$ cat config.mk
export PLATFORM = sky130hd
export DESIGN_NAME = touch_sample_average_calibrate
export DESIGN_NICKNAME = d
export VERILOG_FILES = /design/src/rtl/core/tsac_pkg.sv /design/src/rtl/core/touch_sample_average_calibrate.sv /design/src/rtl/core/tsac_ctrl.sv /design/src/rtl/core/tsac_datapath.sv
export SDC_FILE = /design/constraint.sdc
export NUM_CORES = 2
export LEC_CHECK = 0
export ABC_AREA = 1
export BUFFER_PORTS_ARGS = -buffer_cell sky130_fd_sc_hd__buf_2
export CELL_PAD_IN_SITES_DETAIL_PLACEMENT = 0
export CELL_PAD_IN_SITES_GLOBAL_PLACEMENT = 2
export CORE_ASPECT_RATIO = 1.75
export CORE_MARGIN = 2
export CORE_UTILIZATION = 35
export DETAILED_ROUTE_END_ITERATION = 10
export PLACE_DENSITY = 0.76
export SLEW_MARGIN = 20
export SYNTH_ARGS = -nofsm -noshare
export SYNTH_HDL_FRONTEND = slang
export SYNTH_SLANG_ARGS = --single-unit
$ cat constraint.sdc
create_clock -name clk_i -period 5.6 [get_ports clk_i]
set_input_delay 0.28 -clock clk_i [delete_from_list [all_inputs] [get_ports clk_i]]
set_output_delay 0.28 -clock clk_i [all_outputs]
set_load 0.05 [all_outputs]
$ cat src/rtl/core/tsac_pkg.sv
// Shared constants, codes and control types for the touch averaging block.
`timescale 1ns / 1ps

package tsac_pkg;

  // Session shape
  localparam int unsigned SAMPLES       = 8;
  localparam int unsigned LEFT_W        = 8;
  localparam int unsigned INVALID_LIMIT = 20;
  localparam int unsigned RUN_W         = 5;

  // Field widths
  localparam int unsigned HIGH_W  = 7;
  localparam int unsigned LOW_W   = 8;
  localparam int unsigned AXIS_W  = 10;
  localparam int unsigned COEF_W  = 32;
  localparam int unsigned OUT_W   = 15;
  localparam int unsigned MINY_W  = 10;

  // Calibration arithmetic: 32 x 11 signed products, sum of three terms
  localparam int unsigned PROD_W  = COEF_W + AXIS_W + 1;
  localparam int unsigned NUM_W   = PROD_W + 2;
  localparam int unsigned REM_W   = COEF_W - 1;
  localparam int unsigned STEP_W  = $clog2(NUM_W);
  localparam logic [OUT_W-1:0] DISPLAY_MAX = {OUT_W{1'b1}};

  // Configuration register indexes
  localparam int unsigned CFG_IDX_W = 4;
  localparam logic [CFG_IDX_W-1:0] REG_COEF_A  = CFG_IDX_W'(0);
  localparam logic [CFG_IDX_W-1:0] REG_COEF_B  = CFG_IDX_W'(1);
  localparam logic [CFG_IDX_W-1:0] REG_COEF_C  = CFG_IDX_W'(2);
  localparam logic [CFG_IDX_W-1:0] REG_COEF_D  = CFG_IDX_W'(3);
  localparam logic [CFG_IDX_W-1:0] REG_COEF_E  = CFG_IDX_W'(4);
  localparam logic [CFG_IDX_W-1:0] REG_COEF_F  = CFG_IDX_W'(5);
  localparam logic [CFG_IDX_W-1:0] REG_DIVIDER = CFG_IDX_W'(6);
  localparam logic [CFG_IDX_W-1:0] REG_MIN_Y   = CFG_IDX_W'(7);

  typedef enum logic [3:0] {
    OP_NONE,
    OP_LOAD_AVG,
    OP_UPD_AVG,
    OP_MUL_X,
    OP_MUL_Y,
    OP_SUM,
    OP_DIV_INIT,
    OP_DIV_STEP,
    OP_STORE,
    OP_OUT_ZERO,
    OP_OUT_CALC
  } tsac_op_e;

  typedef struct packed {
    tsac_op_e op;
    logic     axis;  // 0: display x, 1: display y
  } tsac_cmd_t;

  typedef struct packed {
    logic reading_valid;
    logic avg_zero;
  } tsac_stat_t;

endpackage

$ cat src/rtl/core/touch_sample_average_calibrate.sv
// Top level of the touch sample averaging and calibration block.
//
//   channel  signals                                      direction
//   in       in_valid_i/in_ready_o, x_high_i..y_low_i     reading request in
//   out      out_valid_o/out_ready_i, display_*, touched  point request out
//   cfg      cfg_valid_i/cfg_ready_o, cfg_index_i/data_i  register write in
//
// A reading that does not end a session leaves the input ready. A reading that
// ends a session keeps the input busy through a check state, two passes
// (multiply, add, 45-step serial divide, store), one per display axis, and an
// output state. A reading rejected while idle, or a session that ends with no
// valid point, goes straight to the output state for its zero point, as does a
// zero average found by the check state. rst_ni clears control state, config
// and averages asynchronously; no clearing pass is needed. Arithmetic and
// output data registers are not reset. A pending result waits in the output
// register; new requests are still taken, and the next result and the input
// wait for it to drain. Config is always ready.
`timescale 1ns / 1ps

module touch_sample_average_calibrate import tsac_pkg::*; (
  input  logic                 clk_i,
  input  logic                 rst_ni,
  input  logic                 in_valid_i,
  output logic                 in_ready_o,
  input  logic [HIGH_W-1:0]    x_high_i,
  input  logic [LOW_W-1:0]     x_low_i,
  input  logic [HIGH_W-1:0]    y_high_i,
  input  logic [LOW_W-1:0]     y_low_i,
  output logic                 out_valid_o,
  input  logic                 out_ready_i,
  output logic [OUT_W-1:0]     display_x_o,
  output logic [OUT_W-1:0]     display_y_o,
  output logic                 touched_o,
  input  logic                 cfg_valid_i,
  output logic                 cfg_ready_o,
  input  logic [CFG_IDX_W-1:0] cfg_index_i,
  input  logic [COEF_W-1:0]    cfg_data_i
);

  tsac_cmd_t  cmd;
  tsac_stat_t stat;

  assign cfg_ready_o = 1'b1;

  tsac_ctrl u_ctrl (
    .clk_i       (clk_i),
    .rst_ni      (rst_ni),
    .in_valid_i  (in_valid_i),
    .in_ready_o  (in_ready_o),
    .out_valid_o (out_valid_o),
    .out_ready_i (out_ready_i),
    .stat_i      (stat),
    .cmd_o       (cmd)
  );

  tsac_datapath u_datapath (
    .clk_i       (clk_i),
    .rst_ni      (rst_ni),
    .cfg_valid_i (cfg_valid_i),
    .cfg_index_i (cfg_index_i),
    .cfg_data_i  (cfg_data_i),
    .x_high_i    (x_high_i),
    .x_low_i     (x_low_i),
    .y_high_i    (y_high_i),
    .y_low_i     (y_low_i),
    .cmd_i       (cmd),
    .stat_o      (stat),
    .display_x_o (display_x_o),
    .display_y_o (display_y_o),
    .touched_o   (touched_o)
  );

endmodule

$ cat src/rtl/core/tsac_ctrl.sv
// Session bookkeeping and sequencing of the calibration datapath.
`timescale 1ns / 1ps

module tsac_ctrl import tsac_pkg::*; (
  input  logic       clk_i,
  input  logic       rst_ni,
  input  logic       in_valid_i,
  output logic       in_ready_o,
  output logic       out_valid_o,
  input  logic       out_ready_i,
  input  tsac_stat_t stat_i,
  output tsac_cmd_t  cmd_o
);

  typedef enum logic [3:0] {
    S_IDLE,
    S_CHECK,
    S_MUL_X,
    S_MUL_Y,
    S_SUM,
    S_DIV_INIT,
    S_DIV,
    S_STORE,
    S_EMIT
  } state_e;

  state_e             state_q;
  logic               in_session_q;
  logic [LEFT_W-1:0]  left_q;
  logic [RUN_W-1:0]   run_q;
  logic [STEP_W-1:0]  step_q;
  logic               axis_q;
  logic               zero_q;
  logic               out_valid_q;

  logic               accept;
  logic               out_free;
  logic [LEFT_W-1:0]  left_d;
  logic [RUN_W-1:0]   run_d;
  logic               sess_end;

  assign in_ready_o  = (state_q == S_IDLE);
  assign out_valid_o = out_valid_q;
  assign accept      = in_valid_i && in_ready_o;
  assign out_free    = !out_valid_q || out_ready_i;

  always_comb begin
    left_d = left_q - LEFT_W'(1);
    if (stat_i.reading_valid) begin
      run_d = '0;
    end else if (run_q < RUN_W'(INVALID_LIMIT)) begin
      run_d = run_q + RUN_W'(1);
    end else begin
      run_d = run_q;
    end
    sess_end = (run_d >= RUN_W'(INVALID_LIMIT)) || (left_d == '0);
  end

  always_comb begin
    cmd_o.axis = axis_q;
    cmd_o.op   = OP_NONE;
    case (state_q)
      S_IDLE: begin
        if (accept && stat_i.reading_valid) begin
          cmd_o.op = in_session_q ? OP_UPD_AVG : OP_LOAD_AVG;
        end
      end
      S_MUL_X:    cmd_o.op = OP_MUL_X;
      S_MUL_Y:    cmd_o.op = OP_MUL_Y;
      S_SUM:      cmd_o.op = OP_SUM;
      S_DIV_INIT: cmd_o.op = OP_DIV_INIT;
      S_DIV:      cmd_o.op = OP_DIV_STEP;
      S_STORE:    cmd_o.op = OP_STORE;
      S_EMIT: begin
        if (out_free) begin
          cmd_o.op = zero_q ? OP_OUT_ZERO : OP_OUT_CALC;
        end
      end
      default:    cmd_o.op = OP_NONE;
    endcase
  end

  always_ff @(posedge clk_i or negedge rst_ni) begin
    if (!rst_ni) begin
      state_q      <= S_IDLE;
      in_session_q <= 1'b0;
      left_q       <= '0;
      run_q        <= '0;
      step_q       <= '0;
      axis_q       <= 1'b0;
      zero_q       <= 1'b0;
      out_valid_q  <= 1'b0;
    end else begin
      // in S_EMIT the output register is refilled or still held
      if (out_ready_i && (state_q != S_EMIT)) begin
        out_valid_q <= 1'b0;
      end
      case (state_q)
        S_IDLE: begin
          if (accept) begin
            if (!in_session_q) begin
              if (stat_i.reading_valid) begin
                in_session_q <= 1'b1;
                left_q       <= LEFT_W'(SAMPLES);
                run_q        <= '0;
              end else begin
                zero_q  <= 1'b1;
                state_q <= S_EMIT;
              end
            end else if (sess_end) begin
              in_session_q <= 1'b0;
              left_q       <= '0;
              run_q        <= '0;
              if (run_d == '0) begin
                state_q <= S_CHECK;
              end else begin
                zero_q  <= 1'b1;
                state_q <= S_EMIT;
              end
            end else begin
              left_q <= left_d;
              run_q  <= run_d;
            end
          end
        end
        S_CHECK: begin
          axis_q <= 1'b0;
          if (stat_i.avg_zero) begin
            zero_q  <= 1'b1;
            state_q <= S_EMIT;
          end else begin
            zero_q  <= 1'b0;
            state_q <= S_MUL_X;
          end
        end
        S_MUL_X: state_q <= S_MUL_Y;
        S_MUL_Y: state_q <= S_SUM;
        S_SUM:   state_q <= S_DIV_INIT;
        S_DIV_INIT: begin
          step_q  <= STEP_W'(NUM_W - 1);
          state_q <= S_DIV;
        end
        S_DIV: begin
          step_q <= step_q - STEP_W'(1);
          if (step_q == '0) begin
            state_q <= S_STORE;
          end
        end
        S_STORE: begin
          if (!axis_q) begin
            axis_q  <= 1'b1;
            state_q <= S_MUL_X;
          end else begin
            state_q <= S_EMIT;
          end
        end
        S_EMIT: begin
          if (out_free) begin
            out_valid_q <= 1'b1;
            state_q     <= S_IDLE;
          end
        end
        default: state_q <= S_IDLE;
      endcase
    end
  end

endmodule

$ cat src/rtl/core/tsac_datapath.sv
// Configuration registers, averaging, multiply/accumulate, serial divider and result registers.
`timescale 1ns / 1ps

module tsac_datapath import tsac_pkg::*; (
  input  logic                 clk_i,
  input  logic                 rst_ni,
  input  logic                 cfg_valid_i,
  input  logic [CFG_IDX_W-1:0] cfg_index_i,
  input  logic [COEF_W-1:0]    cfg_data_i,
  input  logic [HIGH_W-1:0]    x_high_i,
  input  logic [LOW_W-1:0]     x_low_i,
  input  logic [HIGH_W-1:0]    y_high_i,
  input  logic [LOW_W-1:0]     y_low_i,
  input  tsac_cmd_t            cmd_i,
  output tsac_stat_t           stat_o,
  output logic [OUT_W-1:0]     display_x_o,
  output logic [OUT_W-1:0]     display_y_o,
  output logic                 touched_o
);

  logic signed [COEF_W-1:0] coef_a_q, coef_b_q, coef_c_q;
  logic signed [COEF_W-1:0] coef_d_q, coef_e_q, coef_f_q;
  logic signed [COEF_W-1:0] divider_q;
  logic [MINY_W-1:0]        min_y_q;

  logic [AXIS_W-1:0]        avg_x_q, avg_y_q;
  logic signed [PROD_W-1:0] prod_q;
  logic signed [NUM_W-1:0]  num_q;
  logic [NUM_W-1:0]         quo_q;
  logic [REM_W-1:0]         rem_q;
  logic [COEF_W-1:0]        dmag_q;
  logic                     neg_q;
  logic [OUT_W-1:0]         res_x_q, res_y_q;
  logic [OUT_W-1:0]         disp_x_q, disp_y_q;
  logic                     touched_q;

  logic [AXIS_W-1:0]        x10, y10;
  logic signed [COEF_W-1:0] wx, wy, off;
  logic signed [PROD_W-1:0] mul_a, mul_b;
  logic [AXIS_W-1:0]        mul_opd;
  logic [COEF_W-1:0]        rem_sh;
  logic                     rem_ge;
  logic [OUT_W-1:0]         res_d;

  // 12-bit reading keeps the top five bits of the low byte; drop two more.
  // Inverting y: (4095 - y12) >> 2 is the complement of the top ten bits.
  assign x10 = {x_high_i, x_low_i[LOW_W-1 -: AXIS_W-HIGH_W]};
  assign y10 = ~{y_high_i, y_low_i[LOW_W-1 -: AXIS_W-HIGH_W]};

  assign stat_o.reading_valid = (y10 >= min_y_q);
  assign stat_o.avg_zero      = (avg_x_q == '0) || (avg_y_q == '0);

  always_comb begin
    wx  = cmd_i.axis ? coef_d_q : coef_a_q;
    wy  = cmd_i.axis ? coef_e_q : coef_b_q;
    off = cmd_i.axis ? coef_f_q : coef_c_q;
  end

  // One shared 32 x 11 signed multiplier
  always_comb begin
    mul_opd = (cmd_i.op == OP_MUL_X) ? avg_x_q : avg_y_q;
    mul_a   = PROD_W'((cmd_i.op == OP_MUL_X) ? wx : wy);
    mul_b   = PROD_W'($signed({1'b0, mul_opd}));
  end

  // Restoring divider on magnitudes, one quotient bit per cycle
  always_comb begin
    rem_sh = {rem_q, quo_q[NUM_W-1]};
    rem_ge = (rem_sh >= dmag_q);
  end

  always_comb begin
    if ((divider_q == '0) || neg_q) begin
      res_d = '0;
    end else if (|quo_q[NUM_W-1:OUT_W]) begin
      res_d = DISPLAY_MAX;
    end else begin
      res_d = quo_q[OUT_W-1:0];
    end
  end

  always_ff @(posedge clk_i or negedge rst_ni) begin
    if (!rst_ni) begin
      coef_a_q  <= COEF_W'(1);
      coef_b_q  <= '0;
      coef_c_q  <= '0;
      coef_d_q  <= '0;
      coef_e_q  <= COEF_W'(1);
      coef_f_q  <= '0;
      divider_q <= COEF_W'(1);
      min_y_q   <= '0;
      avg_x_q   <= '0;
      avg_y_q   <= '0;
    end else begin
      if (cfg_valid_i) begin
        case (cfg_index_i)
          REG_COEF_A:  coef_a_q  <= cfg_data_i;
          REG_COEF_B:  coef_b_q  <= cfg_data_i;
          REG_COEF_C:  coef_c_q  <= cfg_data_i;
          REG_COEF_D:  coef_d_q  <= cfg_data_i;
          REG_COEF_E:  coef_e_q  <= cfg_data_i;
          REG_COEF_F:  coef_f_q  <= cfg_data_i;
          REG_DIVIDER: divider_q <= cfg_data_i;
          REG_MIN_Y:   min_y_q   <= cfg_data_i[MINY_W-1:0];
          default:     ;
        endcase
      end
      if (cmd_i.op == OP_LOAD_AVG) begin
        avg_x_q <= x10;
        avg_y_q <= y10;
      end else if (cmd_i.op == OP_UPD_AVG) begin
        avg_x_q <= AXIS_W'(({1'b0, avg_x_q} + {1'b0, x10}) >> 1);
        avg_y_q <= AXIS_W'(({1'b0, avg_y_q} + {1'b0, y10}) >> 1);
      end
    end
  end

  always_ff @(posedge clk_i) begin
    case (cmd_i.op)
      OP_MUL_X: prod_q <= mul_a * mul_b;
      OP_MUL_Y: begin
        num_q  <= NUM_W'(prod_q) + NUM_W'(off);
        prod_q <= mul_a * mul_b;
      end
      OP_SUM: num_q <= num_q + NUM_W'(prod_q);
      OP_DIV_INIT: begin
        neg_q  <= num_q[NUM_W-1] ^ divider_q[COEF_W-1];
        quo_q  <= num_q[NUM_W-1] ? (~num_q + NUM_W'(1)) : num_q;
        dmag_q <= divider_q[COEF_W-1] ? (~divider_q + COEF_W'(1)) : divider_q;
        rem_q  <= '0;
      end
      OP_DIV_STEP: begin
        rem_q <= rem_ge ? REM_W'(rem_sh - dmag_q) : rem_sh[REM_W-1:0];
        quo_q <= {quo_q[NUM_W-2:0], rem_ge};
      end
      OP_STORE: begin
        if (cmd_i.axis) begin
          res_y_q <= res_d;
        end else begin
          res_x_q <= res_d;
        end
      end
      OP_OUT_ZERO: begin
        disp_x_q  <= '0;
        disp_y_q  <= '0;
        touched_q <= 1'b0;
      end
      OP_OUT_CALC: begin
        disp_x_q  <= res_x_q;
        disp_y_q  <= res_y_q;
        touched_q <= 1'b1;
      end
      default: ;
    endcase
  end

  assign display_x_o = disp_x_q;
  assign display_y_o = disp_y_q;
  assign touched_o   = touched_q;

endmodule
Word-level counts from Yosys, hierarchy flattened. Index checks and enable logic that the tools add are counted.

Bits of input ports: 71. Output and inout port bits: 34. Flip-flop bits (word level): 539.

Reductions and logical operators: 40. Multiply operators: 1. Multiplexer cells: 58. Eq/ne operators: 32. Order comparisons: 4. Bitwise logic cells: 5. $add $sub $neg: 10.

Operators with widths (count): $pmux 45 s2 (2); $mux 32 (3); $mux 31 (2); $pmux 31 s2 (1); $pmux 15 s2 (2); $mux 10 (5); $eq 4x3->1 const B (12); $add 45x2->45 const B (1); $add 45x43->45 (1); $mux 45 (1); $not 45->45 (1); $add 43x32->44 (1); $mux 4 (11); $mul 43x11->43 (1); $mux 43 (1); $pmux 4 s9 (1); $add 32x2->32 const B (1); $ge 32x32->1 (1); $logic_not 32->1 (1); $not 32->32 (1); $pmux 4 s8 (1); $sub 31x31->31 (1); $mux 15 (2); $reduce_or 30->1 (1); other kinds (36) (95).

Depth between registers and ports, before layout.
Depth in word-level cells: 9. Depth in mapped cells: 30. Gate-level depth less buffers: 29.

Hierarchy. From an unflattened synthesis, not the netlist that was laid out.

Cell total of the unflattened synthesis: 6586. Area total of the unflattened synthesis: 47349.2 um^2.

By module, submodules not included: tsac_datapath (sequential area each 14107.3 um^2, times used 1, area each 45568.7 um^2, cells each 6355); tsac_ctrl (sequential area each 675.6 um^2, times used 1, area each 1769.2 um^2, cells each 229); touch_sample_average_calibrate (sequential area each 0.0 um^2, times used 1, area each 11.3 um^2, cells each 2).

Worst setup path after synthesis. OpenSTA, ideal clock, no wires.

Path kind: register -> register. Start point: register u_ctrl.state_q[2]. End point: register u_datapath.prod_q[40] (data pin). Setup time: 260 ps. Path buffers: 2. Stages on the path, launching flop included: 23. Slack: -133 ps. Period minus slack after synthesis: 5733 ps. Arrival time: 5473 ps. Cell sequence: dfrtp_1 -> nor2_4 -> nand2_1 -> buf_2 -> o21ai_1 -> buf_2 -> inv_1 -> nor2_1 -> fa_1 -> fa_1 -> inv_1 -> fa_1 -> inv_1 -> fa_1 -> fa_1 -> ha_1 -> nand2_1 -> nor2_1 -> inv_1 -> nor4_1 -> nand3_1 -> nand3_1 -> xor2_1.

Word-level cells in the longest chain between the ends: 8. Elaborated cells on any way between the ends: 16.

Ends and longest elaborated chain: start, declared (RTL line tsac_ctrl.sv:27) `state_e state_q;`; start signal, assigned (RTL line tsac_ctrl.sv:85) `state_q <= S_IDLE;`; start signal, assigned (RTL line tsac_ctrl.sv:108) `state_q <= S_EMIT;`; start signal, assigned (RTL line tsac_ctrl.sv:115) `state_q <= S_CHECK;`; $logic_not 4->1 (RTL line tsac_ctrl.sv:42, tsac_ctrl.sv:62); $logic_and 1x1->1 (RTL line tsac_ctrl.sv:44) `assign accept = in_valid_i && in_ready_o;`; $logic_and 1x1->1 (RTL line tsac_ctrl.sv:64) `if (accept && stat_i.reading_valid) begin`; $mux 4 (RTL line tsac_ctrl.sv:64); $pmux 4 s8 (*) (RTL line tsac_ctrl.sv:62) `case (state_q)`; $eq 4x2->1 (*) (RTL line tsac_datapath.sv:61, tsac_datapath.sv:62, tsac_datapath.sv:119); $mux 43 / $mux 10 (equally long branches) (RTL line tsac_datapath.sv:62, tsac_datapath.sv:61); $mul 43x11->43 (*) (RTL line tsac_datapath.sv:120, tsac_datapath.sv:123); end signal, assigned (RTL line tsac_datapath.sv:120) `OP_MUL_X: prod_q <= mul_a * mul_b;`; end signal, assigned (RTL line tsac_datapath.sv:123) `prod_q <= mul_a * mul_b;`; end, declared (RTL line tsac_datapath.sv:27) `logic signed [PROD_W-1:0] prod_q;`.

Every way passes the cells marked *; elsewhere a longest branch is shown, timed or not. A chain may end at the register's enable or synchronous reset.

Final worst setup path.
Start point: register u_ctrl.state_q[3]. End point: register u_datapath.prod_q[35] (data pin).

Same word-level chain as after synthesis.

==> results by group <==
Status
  • Result of the run: finished with violations
  • Failing checks: setup timing

Clocking
  • CTS clk-pin slew, worst paths: roughly 0.07 ns
  • Latest clock arrival within the worst-skew pair: around 0.7 ns
  • Total clock sinks: approximately 540
  • CTS tree: done
  • Number of H-tree branching levels: 2
  • TritonCTS buffer count: 58
  • Root buffer cell: clkbuf_16
  • Clock Tree Buf Depth: 3

Timing
  • Slew margin rel.: approximately 18%
  • Hold_ws: 0.0227 ns
  • Unrepaired setup endpoints after global routing: true
  • Final Setup Violations: 34
  • Total count of hold-check failures in the final report: 0
  • Fin Clk Skew: just under 0.07 ns
  • Transition at the pin with the smallest max-transition slack: 1.23 ns
  • Least setup slack across all paths after layout: -0.648 ns
  • Final worst-path cycle share: 112%
  • Highest achievable clock rate: 160 MHz
  • Final critical path time including I/O delays and setup: around 6.2 ns
  • Pins over their slew limit: 0

Global routing
  • Total overflow reported by the global router: 0
  • Initial antenna violation count: 9
  • First-pass GRT wire length: around 280,000 um
  • Global-route total usage across every layer: around 28%
  • Largest net degree at the start of global routing: roughly 160
  • Number of global-route vias before repair: about 44,000

Synthesis
  • Syn nets: 6,626
  • Synthesized flop and latch total: 539
  • Main combinational cell family by area after synthesis: simple AND/OR/NAND/NOR gates
  • Cell Area, Synth: roughly 46,000 sq um
  • Synth Flop Type: dfrtp_1
  • Portion of the post-synthesis area used by sequential elements: around a third
  • Post-synthesis simple-gate area fraction: ~25%
  • Mean cell area of the mapped netlist: roughly 7.6 sq um
  • Distinct cell type count of the synthesized netlist: 56
  • Count of synthesis-stage warnings from yosys: 0
  • Synthesized-area fraction occupied by ao, oa, aoi and oai cells: between 10% and 20%
  • Synthesized instance count: roughly 6,000
  • Post-synthesis mux area share: 0.723%
  • Synthesized-area fraction occupied by xor and xnor cells: 2.74%
  • Adder-cell area share of the yosys netlist: 19.0%
  • Count of flip-flops with a built-in enable after synthesis: roughly 260
  • Post-synthesis async set-or-reset flop share: about 52%

Min path
  • Hold Path Sink: u_datapath.avg_y_q[2]
  • Class of the most critical hold timing path: input port to register
  • Critical hold path startpoint: y_low_i[7]
  • Worst hold stages: 4

Layout
  • Final design area excluding fillers: ~58,000 sq um
  • Commonest cells after routing, fill and taps aside: nand2_1, inv_1, nor2_1
  • Total area of multi-input combinational cells: a little under 30,000 sq um
  • Number of nets in the layout: slightly above 7,000
  • # fillers: ~13,000
  • Post-synthesis to final-layout area growth: 26.9%
  • Most common library cell in the layout ignoring fill and taps: nand2_1
  • Final core occ: 44.7%
  • Share of final-layout standard cells stronger than drive strength 1: 20.1%
  • Seq. cell area: about 15,000 sq um
  • Cell Count, Final, Fillers Out: around 8,400

Die
  • Die Area: between 100,000 and 150,000 sq um
  • Floorplan die height: between 400 and 500 um
  • Width of the die: 277 um
  • Initial Utilization: roughly a third
  • Core area: between 100,000 and 150,000 sq um
  • Cell Rows: roughly 180
  • IO Count: approximately 110

Placement
  • Total placed cells including tap cells: a little over 8,000
  • Detailed placer's ending HPWL: 152,000 um
  • DP Area: about 51,000 sq um
  • Port Buffers: 93
  • Weighted congestion reported at the end of routability-driven placement: 1.01

Route
  • Met1 Wirelength: between 60,000 and 70,000 um
  • Remaining DRCs: 0
  • Routed wire length: roughly 190,000 um
  • Antenna-violating nets left: 0
  • Met3 WL: 5970 um
  • Length of routed met2 wiring: just over 100,000 um
  • WL/cell: 23.0 um
  • Detailed-route via count: about 42,000
  • Routed via count divided by cell count: roughly 5.0
  • Router iterations before antenna repair: 6
  • Detailed Route Iter0 Violations: ~2,300
  • Highest routing layer actually used: met5

Setup path
  • Worst path max stage delay: 0.57 ns
  • Most Frequent Cell on Critical Path: fa_1
  • Worst endpoint required time: approximately 6 ns
  • Crit start category: register
  • Worst Path Class, Setup: register to register
  • Worst reg-to-reg setup slack: -0.65 ns
  • Arrival time worst endpoint: about 6.6 ns
  • CP max-delay cell: fa_1
  • Worst reg2reg endpoint: u_datapath.prod_q[35]
  • Reg-to-reg critical path startpoint: u_ctrl.state_q[3]
  • R2R depth: 30
  • Peak fanout along the critical path: 8
  • Critical Path End Type: register

Flow run
  • Number of max-cap violations: 0
[area by class of cell]
class                   instances  area share (%)
diodes                          5          0.0216
clock buffers                  69            2.66
clock inverters                40            1.04
inverters                     989            6.49
multi-input cells            4348            50.0
flip-flops and latches        539            25.5
well taps                    1681            3.63
repair buffers                682            10.6
[how the worst max path moves through the flow]
stage	start	endpoint	slack [ns]	depth (start not counted)
2_1_floorplan	u_ctrl.state_q[2]	u_datapath.prod_q[27]	0.01	28
3_3_place_gp	u_ctrl.state_q[1]	u_datapath.prod_q[35]	-1.05	29
3_5_place_dp	u_ctrl.state_q[1]	u_datapath.prod_q[35]	-1.05	31
4_1_cts	u_ctrl.state_q[3]	u_datapath.prod_q[39]	-0.56	27
5_1_grt	u_ctrl.state_q[3]	u_datapath.prod_q[35]	-0.76	30
6_report	u_ctrl.state_q[3]	u_datapath.prod_q[35]	-0.65	30
[cell usage after synthesis (all sizes together), types with 5 or more instances]
| cell | count | share of area [%] |
|---|---|---|
| a21oi | 262 | 2.9 |
| o211ai | 37 | 0.61 |
| or2 | 47 | 0.64 |
| buf | 51 | 0.65 |
| o21ai | 547 | 6.3 |
| nand3 | 256 | 2.9 |
| xor2 | 101 | 1.9 |
| o21bai | 21 | 0.35 |
| o22ai | 6 | 0.082 |
| nand4 | 78 | 1.1 |
| nand3b | 28 | 0.46 |
| inv | 988 | 8.1 |
| nand2 | 1566 | 13 |
| nor4 | 17 | 0.23 |
| clkbuf | 103 | 0.85 |
| o31ai | 6 | 0.099 |
| dfrtp | 278 | 15 |
| a31oi | 23 | 0.32 |
| fa | 278 | 12 |
| a21o | 12 | 0.20 |
| nor3 | 57 | 0.70 |
| nor2 | 665 | 5.6 |
| ha | 247 | 6.8 |
| xnor2 | 42 | 0.81 |
| a21boi | 5 | 0.082 |
| mux2i | 33 | 0.72 |
| edfxtp | 258 | 17 |
[cell families (layout without fill, tap and decap cells)]
logic type / Yosys count / in the layout
simple gates: 2722 / 2722
buf+inv: 1143 / 1780
compound gates: 924 / 924
flops: 539 / 539
fa+ha+maj: 525 / 525
xor+xnor: 143 / 143
mux: 33 / 33
other cells: 1 / 6
[worst max-delay path, delay by kind of cell, from the launching register on]
family	cells	cell delay [ns]
compound gates	5	0.73
fa+ha+maj	6	2.89
buf+inv	10	1.02
flops	1	0.42
simple gates	9	0.86
[sequential cells by signal, summed over array words and instances, names as in the netlist, 15 cells and up]
| register | cells |
|---|---|
| u_datapath.prod_q | 43 |
| u_datapath.res_y_q | 15 |
| u_datapath.coef_f_q | 32 |
| u_datapath.coef_e_q | 32 |
| u_datapath.coef_a_q | 32 |
| u_datapath.quo_q | 45 |
| u_datapath.display_x_o | 15 |
| u_datapath.res_x_q | 15 |
| u_datapath.dmag_q | 32 |
| u_datapath.coef_b_q | 32 |
| u_datapath.coef_c_q | 32 |
| u_datapath.rem_q | 31 |
| u_datapath.coef_d_q | 32 |
| u_datapath.num_q | 45 |
| u_datapath.divider_q | 32 |
| u_datapath.display_y_o | 15 |
[metrics by stage]
stage	setup slack [ns]	TNS (ns)
3_5_place_dp	-1.05	-24.71
2_1_floorplan	0.0108	0
3_3_place_gp	-1.05	-24.06
5_1_grt	-0.764	-19.82
4_1_cts	-0.562	-11.91
6_report	-0.648	-15.71
[metal layers]
metal,GRT usage (%),up-vias
met5,0,-
met4,26.4,4
met3,3.17,543
met2,54.4,986
met1,25.8,20100
li1,-,20400
[repair_timing]
action                                  in CTS  in global routing
hold buffers                                45                  0
buffers inserted                            76                 51
hold endpoints to repair                   114                  0
gates resized for setup                    499                219
endpoints found under the setup margin      36                 35
cloned                                       8                  4
pin swaps                                  167                197
Power is left out: the tool's default activity adds up to more than one toggle a clock period on the data nets, which glitch-free logic cannot reach.
